<file path="src/rtl/azs_pkg.sv">
// ----------------------------------------------------------------------------
// azs_pkg
// Shared types and constants of the adaptive zoom smoother and scaler.
// ----------------------------------------------------------------------------
package azs_pkg;

  // field widths fixed by the item format
  localparam int SCALE_W   = 18;
  localparam int COORD_W   = 32;
  localparam int CFG_IDX_W = 1;

  typedef logic signed [SCALE_W-1:0] scale_t;
  typedef logic signed [COORD_W-1:0] coord_t;
  typedef logic [CFG_IDX_W-1:0]      cfg_idx_t;

  // item opcodes
  localparam logic OP_FRAME = 1'b0;
  localparam logic OP_COORD = 1'b1;

  // register indexes
  localparam cfg_idx_t REG_MIN_SCALE = 1'b0;
  localparam cfg_idx_t REG_MAX_SCALE = 1'b1;

  // reset values of the registers
  localparam scale_t MIN_SCALE_RST = 18'sd0;
  localparam scale_t MAX_SCALE_RST = 18'sd65536;

  // classified item as held in the queue
  typedef struct packed {
    logic   is_frame;
    scale_t target;
    coord_t x;
    coord_t y;
  } entry_t;

  // queue head as seen by the back end
  typedef struct packed {
    logic   valid;
    entry_t entry;
  } head_t;

  // frame sequencer states
  typedef enum logic [2:0] {
    ST_IDLE,
    ST_LOAD,
    ST_DIV,
    ST_ALPHA,
    ST_STEP,
    ST_APPLY
  } fsm_t;

endpackage

</file>
<file path="src/rtl/azs_if.sv">
// ----------------------------------------------------------------------------
// azs_if
// Valid/ready channels for input items and result words.
// ----------------------------------------------------------------------------
interface azs_in_if import azs_pkg::*; ();
  logic   valid;
  logic   ready;
  logic   op;
  scale_t target_scale;
  coord_t coord_x;
  coord_t coord_y;

  modport source (output valid, op, target_scale, coord_x, coord_y, input ready);
  modport sink (input valid, op, target_scale, coord_x, coord_y, output ready);
endinterface

interface azs_out_if import azs_pkg::*; ();
  logic   valid;
  logic   ready;
  scale_t scale_out;
  coord_t x_out;
  coord_t y_out;

  modport source (output valid, scale_out, x_out, y_out, input ready);
  modport sink (input valid, scale_out, x_out, y_out, output ready);
endinterface

</file>
<file path="src/rtl/azs_front.sv">
// ----------------------------------------------------------------------------
// azs_front
// Accepts input words, classifies them as frame or coordinate items and
// holds them in a two-entry queue for the back end.
// ----------------------------------------------------------------------------
module azs_front import azs_pkg::*; (
  input  logic      clk,
  input  logic      rst,
  azs_in_if.sink    items,
  output head_t     head,
  input  logic      pop
);

  entry_t      mem [2];
  logic        wr_ptr;
  logic        rd_ptr;
  logic [1:0]  count;
  logic        push;
  entry_t      entry_in;

  // accept while a slot is free
  assign items.ready = (count != 2'd2);
  assign push        = items.valid && items.ready;

  // classify the incoming word
  always_comb begin
    entry_in.is_frame = (items.op == OP_FRAME);
    entry_in.target   = items.target_scale;
    entry_in.x        = items.coord_x;
    entry_in.y        = items.coord_y;
  end

  // queue storage
  always_ff @(posedge clk) begin
    if (push) begin
      mem[wr_ptr] <= entry_in;
    end
  end

  // queue pointers and fill level
  always_ff @(posedge clk) begin
    if (rst) begin
      wr_ptr <= 1'b0;
      rd_ptr <= 1'b0;
      count  <= 2'd0;
    end else begin
      if (push) begin
        wr_ptr <= ~wr_ptr;
      end
      if (pop) begin
        rd_ptr <= ~rd_ptr;
      end
      case ({push, pop})
        2'b10:   count <= count + 2'd1;
        2'b01:   count <= count - 2'd1;
        default: count <= count;
      endcase
    end
  end

  assign head.valid = (count != 2'd0);
  assign head.entry = mem[rd_ptr];

endmodule

</file>
<file path="src/rtl/azs_back.sv">
// ----------------------------------------------------------------------------
// azs_back
// Executes queued items: scales coordinate pairs at one per cycle when not stalled
// and runs the frame smoothing step, through a radix-2 divider for a positive span.
// ----------------------------------------------------------------------------
module azs_back import azs_pkg::*; #(
  parameter int FRAC_BITS = 16
) (
  input  logic      clk,
  input  logic      rst,
  input  scale_t    min_scale,
  input  scale_t    max_scale,
  input  head_t     head,
  output logic      pop,
  azs_out_if.source results
);

  localparam int ALPHA_W = FRAC_BITS + 1;
  localparam int NUM_W   = FRAC_BITS + SCALE_W;
  localparam int PROD_W  = SCALE_W + 1 + ALPHA_W + 1;
  localparam int CNT_W   = $clog2(FRAC_BITS);
  localparam int MUL_W   = SCALE_W + COORD_W;
  localparam logic [CNT_W-1:0]     CNT_LAST  = CNT_W'(FRAC_BITS - 1);
  localparam logic [ALPHA_W-1:0]   ALPHA_ONE = {1'b1, {FRAC_BITS{1'b0}}};
  // one minus one thirty-second, the largest alpha reduction
  localparam logic [FRAC_BITS-1:0] K_GAIN    =
      FRAC_BITS'((64'd1 << FRAC_BITS) - (64'd1 << (FRAC_BITS - 5)));
  localparam logic signed [PROD_W:0] HALF    = (PROD_W + 1)'(64'd1 << (FRAC_BITS - 1));

  fsm_t state;
  fsm_t state_next;

  scale_t                     cur_scale;
  logic signed [SCALE_W:0]    delta;
  logic [SCALE_W-1:0]         bias;
  logic [SCALE_W-1:0]         span;
  logic                       span_pos;
  logic [SCALE_W-1:0]         rem;
  logic [FRAC_BITS-1:0]       num_lo;
  logic [FRAC_BITS-1:0]       quo;
  logic [CNT_W-1:0]           cnt;
  logic [ALPHA_W-1:0]         alpha;
  logic signed [PROD_W-1:0]   step_prod;

  // pipeline stage and output register
  logic   p_vld;
  scale_t p_scale;
  coord_t p_x;
  coord_t p_y;
  logic   o_vld;
  scale_t o_scale;
  coord_t o_x;
  coord_t o_y;
  logic   o_load;
  logic   p_can_load;

  // sequencer outputs
  logic coord_issue;
  logic frame_start;
  logic frame_issue;

  // frame set-up terms
  logic signed [SCALE_W:0] span_full;
  logic signed [SCALE_W:0] bias_full;
  logic [SCALE_W-1:0]      bias_clamp;
  logic [NUM_W-1:0]        num;

  // divider step
  logic [SCALE_W:0]        rem_sh;
  logic                    rem_ge;
  logic [SCALE_W:0]        rem_sub;

  // smoothing step
  logic signed [PROD_W:0]  prod_ext;
  logic signed [PROD_W:0]  rounded;
  logic signed [PROD_W:0]  step_sh;
  scale_t                  new_scale;

  // coordinate products
  logic signed [MUL_W-1:0] px;
  logic signed [MUL_W-1:0] py;
  logic signed [MUL_W-1:0] px_sh;
  logic signed [MUL_W-1:0] py_sh;

  // output handshake
  assign o_load     = p_vld && (!o_vld || results.ready);
  assign p_can_load = !p_vld || o_load;

  // next state
  always_comb begin
    state_next = state;
    case (state)
      ST_IDLE: begin
        if (head.valid && head.entry.is_frame) begin
          state_next = ST_LOAD;
        end
      end
      ST_LOAD:  state_next = span_pos ? ST_DIV : ST_STEP;
      ST_DIV: begin
        if (cnt == CNT_LAST) begin
          state_next = ST_ALPHA;
        end
      end
      ST_ALPHA: state_next = ST_STEP;
      ST_STEP:  state_next = ST_APPLY;
      ST_APPLY: begin
        if (p_can_load) begin
          state_next = ST_IDLE;
        end
      end
      default:  state_next = ST_IDLE;
    endcase
  end

  // sequencer outputs
  always_comb begin
    coord_issue = 1'b0;
    frame_start = 1'b0;
    frame_issue = 1'b0;
    case (state)
      ST_IDLE: begin
        coord_issue = head.valid && !head.entry.is_frame && p_can_load;
        frame_start = head.valid && head.entry.is_frame;
      end
      ST_APPLY: frame_issue = p_can_load;
      default: begin
        coord_issue = 1'b0;
      end
    endcase
  end

  assign pop = coord_issue || frame_start;

  always_ff @(posedge clk) begin
    if (rst) begin
      state <= ST_IDLE;
    end else begin
      state <= state_next;
    end
  end

  // clamped bias against the current span
  always_comb begin
    span_full = {max_scale[SCALE_W-1], max_scale} - {min_scale[SCALE_W-1], min_scale};
    bias_full = {max_scale[SCALE_W-1], max_scale}
              - {head.entry.target[SCALE_W-1], head.entry.target};
    if (bias_full < 0) begin
      bias_clamp = '0;
    end else if ((span_full > 0) && (bias_full > span_full)) begin
      bias_clamp = span_full[SCALE_W-1:0];
    end else begin
      bias_clamp = bias_full[SCALE_W-1:0];
    end
  end

  assign num = NUM_W'(K_GAIN * bias);

  // one quotient bit per cycle
  assign rem_sh  = {rem, num_lo[FRAC_BITS-1]};
  assign rem_ge  = (rem_sh >= {1'b0, span});
  assign rem_sub = rem_sh - {1'b0, span};

  // add half to a positive product, subtract half from a negative one, then floor shift
  always_comb begin
    prod_ext  = {step_prod[PROD_W-1], step_prod};
    rounded   = (prod_ext >= 0) ? (prod_ext + HALF) : (prod_ext - HALF);
    step_sh   = rounded >>> FRAC_BITS;
    new_scale = cur_scale + step_sh[SCALE_W-1:0];
  end

  // frame datapath
  always_ff @(posedge clk) begin
    case (state)
      ST_IDLE: begin
        delta    <= {head.entry.target[SCALE_W-1], head.entry.target}
                  - {cur_scale[SCALE_W-1], cur_scale};
        bias     <= bias_clamp;
        span     <= span_full[SCALE_W-1:0];
        span_pos <= (span_full > 0);
      end
      ST_LOAD: begin
        rem    <= num[NUM_W-1:FRAC_BITS];
        num_lo <= num[FRAC_BITS-1:0];
        quo    <= '0;
        cnt    <= '0;
        alpha  <= ALPHA_ONE;
      end
      ST_DIV: begin
        rem    <= rem_ge ? rem_sub[SCALE_W-1:0] : rem_sh[SCALE_W-1:0];
        num_lo <= {num_lo[FRAC_BITS-2:0], 1'b0};
        quo    <= {quo[FRAC_BITS-2:0], rem_ge};
        cnt    <= cnt + 1'b1;
      end
      ST_ALPHA: alpha <= ALPHA_ONE - {1'b0, quo};
      ST_STEP:  step_prod <= delta * $signed({1'b0, alpha});
      default: begin
        rem <= rem;
      end
    endcase
  end

  // smoothed scale
  always_ff @(posedge clk) begin
    if (rst) begin
      cur_scale <= MIN_SCALE_RST;
    end else if (frame_issue) begin
      cur_scale <= new_scale;
    end
  end

  // coordinate scaling
  assign px    = $signed(head.entry.x) * cur_scale;
  assign py    = $signed(head.entry.y) * cur_scale;
  assign px_sh = px >>> FRAC_BITS;
  assign py_sh = py >>> FRAC_BITS;

  // result stage
  always_ff @(posedge clk) begin
    if (coord_issue) begin
      p_scale <= cur_scale;
      p_x     <= px_sh[COORD_W-1:0];
      p_y     <= py_sh[COORD_W-1:0];
    end else if (frame_issue) begin
      p_scale <= new_scale;
      p_x     <= '0;
      p_y     <= '0;
    end
    if (o_load) begin
      o_scale <= p_scale;
      o_x     <= p_x;
      o_y     <= p_y;
    end
  end

  always_ff @(posedge clk) begin
    if (rst) begin
      p_vld <= 1'b0;
      o_vld <= 1'b0;
    end else begin
      if (coord_issue || frame_issue) begin
        p_vld <= 1'b1;
      end else if (o_load) begin
        p_vld <= 1'b0;
      end
      if (o_load) begin
        o_vld <= 1'b1;
      end else if (results.ready) begin
        o_vld <= 1'b0;
      end
    end
  end

  assign results.valid     = o_vld;
  assign results.scale_out = o_scale;
  assign results.x_out     = o_x;
  assign results.y_out     = o_y;

endmodule

</file>
<file path="src/rtl/adaptive_zoom_smoother_scaler.sv">
// ----------------------------------------------------------------------------
// adaptive_zoom_smoother_scaler
// Smoothed zoom scale with per-pixel coordinate scaling.
// ----------------------------------------------------------------------------
// Usage:
//   items   : input words, op selects a frame step (target_scale) or a
//             coordinate pair (coord_x, coord_y) to be scaled
//   results : one word per item, carrying the scale after the item and the
//             scaled pair (zero for a frame item)
//   cfg_*   : register writes, min_scale and max_scale, only while idle
// Path: a coordinate word passes the queue, the pipeline stage and the output register.
// Throughput: coordinate items run at one per cycle while no frame item or stall
//   holds the back end. A frame item holds it through the load, divide, alpha,
//   step and apply states; the radix-2 divider that forms the smoothing gain
//   gives one quotient bit a cycle and is skipped with a span of zero or less.
// Reset: registers return to min_scale 0 and max_scale 1.0, the scale to 0,
//   queue and result stages empty.
// Stall: a held result keeps the output word; the pipeline stage and the
//   two-entry queue keep taking items until they fill, then items.ready drops.
// ----------------------------------------------------------------------------
module adaptive_zoom_smoother_scaler import azs_pkg::*; #(
  parameter int FRAC_BITS = 16
) (
  input  logic      clk,
  input  logic      rst,
  azs_in_if.sink    items,
  azs_out_if.source results,
  input  logic      cfg_we,
  input  cfg_idx_t  cfg_index,
  input  scale_t    cfg_data
);

  scale_t min_scale;
  scale_t max_scale;
  head_t  head;
  logic   pop;

  // configuration registers
  always_ff @(posedge clk) begin
    if (rst) begin
      min_scale <= MIN_SCALE_RST;
      max_scale <= MAX_SCALE_RST;
    end else if (cfg_we) begin
      case (cfg_index)
        REG_MIN_SCALE: min_scale <= cfg_data;
        REG_MAX_SCALE: max_scale <= cfg_data;
        default:       min_scale <= min_scale;
      endcase
    end
  end

  azs_front u_front (
    .clk   (clk),
    .rst   (rst),
    .items (items),
    .head  (head),
    .pop   (pop)
  );

  azs_back #(
    .FRAC_BITS (FRAC_BITS)
  ) u_back (
    .clk       (clk),
    .rst       (rst),
    .min_scale (min_scale),
    .max_scale (max_scale),
    .head      (head),
    .pop       (pop),
    .results   (results)
  );

endmodule

</file>
<file path="src/flat_wrapper.sv">
// flat-port wrapper written by rule: the top's interface ports become plain ports
module adaptive_zoom_smoother_scaler_flat import azs_pkg::*;
#(
  parameter int FRAC_BITS = 16
)
  (clk, rst, cfg_we, cfg_index, cfg_data, items_valid, items_op, items_target_scale, items_coord_x, items_coord_y, items_ready, results_valid, results_scale_out, results_x_out, results_y_out, results_ready);
  azs_in_if items_i ();
  azs_out_if results_i ();
  input  logic clk;
  input  logic rst;
  input  logic cfg_we;
  input  cfg_idx_t cfg_index;
  input  scale_t cfg_data;
  input wire logic [$bits(items_i.valid)-1:0] items_valid;
  input wire logic [$bits(items_i.op)-1:0] items_op;
  input wire logic [$bits(items_i.target_scale)-1:0] items_target_scale;
  input wire logic [$bits(items_i.coord_x)-1:0] items_coord_x;
  input wire logic [$bits(items_i.coord_y)-1:0] items_coord_y;
  output wire logic [$bits(items_i.ready)-1:0] items_ready;
  output wire logic [$bits(results_i.valid)-1:0] results_valid;
  output wire logic [$bits(results_i.scale_out)-1:0] results_scale_out;
  output wire logic [$bits(results_i.x_out)-1:0] results_x_out;
  output wire logic [$bits(results_i.y_out)-1:0] results_y_out;
  input wire logic [$bits(results_i.ready)-1:0] results_ready;
  assign items_i.valid = items_valid;
  assign items_i.op = items_op;
  assign items_i.target_scale = items_target_scale;
  assign items_i.coord_x = items_coord_x;
  assign items_i.coord_y = items_coord_y;
  assign items_ready = items_i.ready;
  assign results_valid = results_i.valid;
  assign results_scale_out = results_i.scale_out;
  assign results_x_out = results_i.x_out;
  assign results_y_out = results_i.y_out;
  assign results_i.ready = results_ready;
  adaptive_zoom_smoother_scaler #(.FRAC_BITS(FRAC_BITS)) u_core (.clk(clk), .rst(rst), .items(items_i), .results(results_i), .cfg_we(cfg_we), .cfg_index(cfg_index), .cfg_data(cfg_data));
endmodule
</file>
<file path="config.mk">
export PLATFORM = sky130hd
export DESIGN_NAME = adaptive_zoom_smoother_scaler_flat
export DESIGN_NICKNAME = d
export VERILOG_FILES = /design/src/rtl/azs_pkg.sv /design/src/rtl/azs_if.sv /design/src/rtl/azs_front.sv /design/src/rtl/azs_back.sv /design/src/rtl/adaptive_zoom_smoother_scaler.sv /design/src/flat_wrapper.sv
export SDC_FILE = /design/constraint.sdc
export NUM_CORES = 2
export LEC_CHECK = 0
export BUFFER_PORTS_ARGS = -buffer_cell sky130_fd_sc_hd__buf_2
export CAP_MARGIN = 40
export CORE_MARGIN = 2
export CORE_UTILIZATION = 30
export CTS_CLUSTER_DIAMETER = 60
export DETAILED_ROUTE_END_ITERATION = 8
export PLACE_DENSITY = 0.42
export SLEW_MARGIN = 20
export SYNTH_ARGS = -nofsm -noshare
export SYNTH_HDL_FRONTEND = slang
export SYNTH_SLANG_ARGS = --single-unit
</file>
<file path="constraint.sdc">
create_clock -name clk -period 24.3 [get_ports clk]
set_input_delay 2.43 -clock clk [delete_from_list [all_inputs] [get_ports clk]]
set_output_delay 2.43 -clock clk [all_outputs]
set_load 0.005 [all_outputs]
</file>
After elaboration in Yosys (flattened, before gate mapping)
Memory sizes are Yosys's and may differ from the RTL's. A register that Yosys moved wholly into a read port is not among the register bits.
Index checks and enable logic that the tools add are counted.
- output and inout bits: 84
- bits in registers: 391
- memory bits (writable): 166
- memories: 1
- bits in read-only memories: 0
- logic and storage cells: 116
- input bits: 107
- latch bits: 0
- reduce and logical (&&, ||, !) cells: 24
- mux-type cells: 30
- $mul: 4
- bitwise gates (word level): 4
- divide/modulo/power cells: 0
- shift operators: 0
- eq/ne operators: 12
- order comparisons: 5
- $add $sub $neg: 11
- memories (memory ; words ; width ; read ports ; clocked after Yosys merged registers in ; wr ports ; line ; text):
    u_core.u_front.mem ; 2 ; 83 ; 1 ; 1 ; 1 ; azs_front.sv:14 ; entry_t mem [2];
- operators with widths (kind ; count):
    $mul 32x18->48 ; 2
    $mux 32 ; 3
    $mux 18 ; 4
    $pmux 16 s2 ; 2
    $sub 18x18->19 ; 3
    $ge 37x1->1 const B ; 1
    $mul 19x18->37 ; 1
    $pmux 18 s2 ; 1
    $add 34x17->34 const B ; 1
    $mux 34 ; 1
    $pmux 17 s2 ; 1
    $sub 34x17->34 const B ; 1
    $mul 5x18->23 const A ; 1
    $ge 19x18->1 ; 1
    $gt 19x1->1 const B ; 1
    $gt 19x19->1 ; 1
    $lt 19x1->1 const B ; 1
    $add 18x18->18 ; 1
    $pmux 3 s6 ; 1
    $sub 18x18->18 ; 1
    $sub 17x16->17 const A ; 1
    $reduce_bool 2->1 ; 7
    $mux 3 ; 4
    $mux 1 ; 11
    19 further kinds ; 38

Longest topological paths before layout
- depth in word-level cells: 9
- gate-level depth with buffers: 31
- gate-level depth less buffers: 27

By module
A second synthesis with hierarchy kept.
- cells, all modules: 7576
- area, all modules: 75263.4 um^2
- modules (own cells, without submodules) (module ; sequential area each (um^2) ; times used ; cells each ; area each (um^2)):
    azs_back ; 9469.1 ; 1 ; 7156 ; 67554.8
    azs_front ; 5084.9 ; 1 ; 282 ; 6200.9
    adaptive_zoom_smoother_scaler ; 720.7 ; 1 ; 138 ; 1507.7

Worst setup path after synthesis
Ideal clock, no wire load.
- kind: reg2reg
- start point: register u_core.u_back.state[0]
- end point: register u_core.u_back.p_scale[0], enable pin
- arrival time: 7.969 ns
- cell stages (with the launch flop): 9
- required time: 23.857 ns
- clock period less this slack: 8.411 ns
- setup time: 0.443 ns
- buffers on the path: 4
- setup slack: 15.889 ns
- path through: dfxtp_1 -> clkbuf_1 -> nor3_1 -> o21ai_0 -> or2_2 -> clkbuf_1 -> clkbuf_1 -> clkbuf_1 -> nand2_1
- word-level cells in the longest chain between the ends: 3
- elaborated cells between the ends (all ways): 5
- those cells by class: eq/ne (1); mux (2); reduce/logical (2)
- ends and longest elaborated chain (element ; line ; text):
    from (decl) ; azs_back.sv:30 ; fsm_t state;
    from (signal assigned) ; azs_back.sv:138 ; state <= state_next;
    $eq 3x3->1 / $logic_not 3->1 (equally long branches) ; azs_back.sv:120 ; case (state)
    $mux 1 ; azs_back.sv:120 ;
    $reduce_bool 2->1 (no line) * ; -- ;
    to (signal assigned) ; azs_back.sv:220 ; p_scale <= cur_scale;
    to (signal assigned) ; azs_back.sv:224 ; p_scale <= new_scale;
    to (decl) ; azs_back.sv:47 ; scale_t p_scale;
Mark *: on every way between the ends. The rest lies on a longest branch, timed or not.
A chain may end at the register's enable or synchronous reset.

==> parameters.txt <==
Parameter                              Value

Yosys
  Share of synthesized area occupied by flip-flops and latches ... 20.6%
  Largest family of logic cells by synthesized area ... adder cells
  Post-synthesis compound-gate area fraction ... ~4.6%
  Fraction of the mapped netlist area in adder cells ... a little under half
  Share of Yosys cell area claimed by the top area cell type ... 39.3%
  Cell taking the most area after synthesis ... fa_1
  Area share of xor/xnor cells in the synthesized design ... 2.59%
  Cell types with the highest counts after synthesis ... inv_1, fa_1, nand2_1
  Net count after synthesis ... 9536
  Fraction of registers with async set/reset ... 0%
  Summed instance area of the synthesized netlist ... 74000 µm²
  Post-synthesis cell count ... 7503
  Count of yosys warnings during synthesis ... 0
  Fraction of synthesized area in multiplexers ... just under 2%
  Top FF cell, synth ... edfxtp_1
  Number of synthesized flops with an enable pin ... ~470
  Number of flip-flops and latches in the synthesized netlist ... 530
  Area contributors post-synth ... fa_1, edfxtp_1, inv_1
  Unique cell type count in the Yosys netlist ... 78
  Syn_area_per_cell ... ~9.9 µm²
  Simple logic cell fraction of the synthesized area ... 12.8%
  Most common cell in the synthesized netlist ... inv_1

Setup path
  Required time at the worst-slack endpoint ... 24770 ps
  Cell with the most instances on the worst path ... fa_1
  Maximum fanout along the worst path ... 29
  Critical Path AT ... 10060 ps
  Endpoint of the most critical register-to-register path ... u_core.u_back.p_y[31]
  Kind of capture point of the worst setup path ... register
  Setup crit end ... u_core.u_back.p_y[31]
  Slowest cell delay on critical path ... 680 ps
  Minimum setup slack among reg-to-reg paths ... 14700 ps
  Critical Path Source Type ... register
  Cell with the largest stage delay on the worst path ... mux2i_1
  Path type of the worst setup path ... register to register
  Worst R2R Path Depth ... 29

Timing
  Final TNS setup ... 0 ps
  Final Hold Vio Count ... 0
  Slew Viols, Final ... 0
  Count of final setup violators ... 0
  Final critical-path required period ... ~9600 ps
  RSZ-0062 raised after global routing ... no
  Part of the cycle the worst path needs ... 39.5%
  Fin Clk Skew ... 58.8 ps
  Headroom to the max-slew limit ... 40.3%
  Tightest Pin Transition ... 896 ps
  Achievable frequency ... 0.104 GHz

Floorplan
  Starting density of the core ... 30.1%
  DIE HEIGHT ... 501 µm
  Total Die Area ... roughly 250000 µm²
  Core region area ... 246000 µm²
  Die Wd ... 501 µm
  I/O pin cnt ... 191
  Cell Rows ... 182

CTS
  Maximum buffer depth of the clock tree ... 3
  Root buffer cell ... clkbuf_16
  Number of gates resized after CTS ... 0
  Register clock-pin slew on the reported worst setup and hold paths ... 60 ps
  Number of buffers added by the clock tree synthesis step ... 79
  CTS sink count ... 530
  H-tree levels ... 3
  Count of hold-fix buffers inserted at cts ... 0
  Post-CTS Setup Inserts ... 0
  Clock tree from TritonCTS ... built
  Clock latency on the worst-skew pair ... approximately 740 ps

Drt
  Initial DRC count ... 2458
  Drt total wl ... approximately 220000 µm
  Routed Antenna Nets ... 0
  Remaining routing DRC violations ... 0
  Post-DR wirelength/cell ... about 20 µm
  Vias per cell ... 4.58
  Total vias in the final route ... roughly 50k
  Detailed-routing iteration count for the pre-antenna-repair pass ... 7

Cells and area
  Final Net Count ... 9634
  Fraction of layout cells with a size suffix above 1 ... approximately 7%
  Number of filler instances in the final layout ... approximately 25k
  Synthesis-to-layout area growth ... 10.3%

Placed design
  Buffers added on ports ... 190
  GP Congestion ... 0.830
  Detailed placement HPWL ... 170000 µm

Hold path
  Kind of path behind the tightest hold check ... register to register

Global routing
  Global Route Usage Sum ... between 15 and 20%
  Initial antenna violation count ... 18
  Number of global-route vias before repair ... 55.1k
  Leftover overflow at the end of global routing ... 0
  Maximum number of pins on one net before global-route repair ... 64
  First-pass GRT wire length ... 339000 µm

Flow run
  Number of max-cap violations ... 0

Run status
  Outcome ... finished, final reports clean
==> cell usage in the layout (no fill, tap or decap), drive strengths merged, types with 41 or more instances in the layout <==
master,n
xor2,86
xnor2,130
ha,473
o21ai,116
mux2i,73
nand3,41
inv,1740
buf,287
a21oi,182
nor3,57
fa,1453
dfxtp,64
and2,315
clkbuf,103
edfxtp,466
nand2,1040
a21o,50
mux2,65
nor2,556
==> worst min-delay path by stage <==
stage / startpoint / endpoint / depth (start not counted)
global route: u_core.u_back.p_y[6] / u_core.u_back.results.y_out[6] / 0
global placement: u_core.u_back.p_y[0] / u_core.u_back.results.y_out[0] / 0
detailed placement: u_core.u_back.p_y[23] / u_core.u_back.results.y_out[23] / 0
floorplan: u_core.u_back.p_scale[0] / u_core.u_back.results.scale_out[0] / 0
finish: u_core.u_back.p_y[6] / u_core.u_back.results.y_out[6] / 0
CTS: u_core.u_back.p_y[6] / u_core.u_back.results.y_out[6] / 0
==> flip-flops by register name (all words and copies together) (netlist names), 2 cells and up, named ones only <==
| register | count |
|---|---|
| u_core.u_front.mem | 166 |
| u_core.u_back.p_x | 32 |
| u_core.u_back.p_y | 32 |
| u_core.u_back.results.x_out | 32 |
| u_core.u_back.results.y_out | 32 |
| u_core.u_back.step_prod | 20 |
| u_core.u_back.delta | 19 |
| u_core.max_scale | 18 |
| u_core.min_scale | 18 |
| u_core.u_back.bias | 18 |
| u_core.u_back.cur_scale | 18 |
| u_core.u_back.p_scale | 18 |
| u_core.u_back.rem | 18 |
| u_core.u_back.results.scale_out | 18 |
| u_core.u_back.span | 18 |
| u_core.u_back.alpha | 17 |
| u_core.u_back.quo | 16 |
| u_core.u_back.num_lo | 5 |
| u_core.u_back.cnt | 4 |
| u_core.u_back.state | 3 |
| u_core.u_front.count | 2 |
==> stage by stage <==
stage	setup WS, ps	area [µm²]	cells	util (%)	hold WS [ps]
after floorplan	15890	74000	7503	-	400
after global placement	14420	78600	10700	32.0	403
after detailed placement	14500	78800	10700	32.1	405
after CTS	14510	81400	10900	33.1	419
after global routing	14130	81600	10900	33.2	424
final	14700	81600	10900	33.2	416
==> area by class of cell <==
| type | instances | area [µm²] | share of cell area (%) |
|---|---|---|---|
| Tap cell | 3220 | 4030 | 4.94 |
| Sequential cell | 530 | 15300 | 18.7 |
| Clock inverter | 46 | 531 | 0.650 |
| Inverter | 1724 | 6470 | 7.93 |
| Timing Repair Buffer | 290 | 1800 | 2.21 |
| Antenna cell | 11 | 27.5 | 0.0337 |
| Multi-Input combinational cell | 4976 | 51300 | 62.9 |
| Clock buffer | 100 | 2150 | 2.63 |
==> logic make-up after synthesis <==
family | Yosys count
AOI/OAI and AO/OA | 533
xor gates and xnor gates | 217
adders and majority gates | 1926
buffers and inverters | 1997
DFF | 530
muxes | 138
and+or+nand+nor | 2162
==> worst max-delay path, delay by kind of cell, from the launching register on <==
kind	cells	cell delay [ps]
flip-flops	1	620
XOR/XNOR	1	140
buffers and inverters	8	1710
multiplexers	1	680
AO/OA/AOI/OAI	9	2480
adder cells (fa/ha/maj)	7	3290
AND/OR/NAND/NOR	3	380
==> layer usage <==
layer / up-vias / part of all wire (%) / global-route usage [%]
met2: 920 / 48 / 30.4
met3: 210 / 4.5 / 2.35
met5: - / 0.028 / 0
met4: 10 / 2.4 / 4.51
li1: 22900 / - / -
met1: 25800 / 45 / 24.0
Power is left out: the tool's default activity adds up to more than one toggle a clock period on the data nets, which glitch-free logic cannot reach.
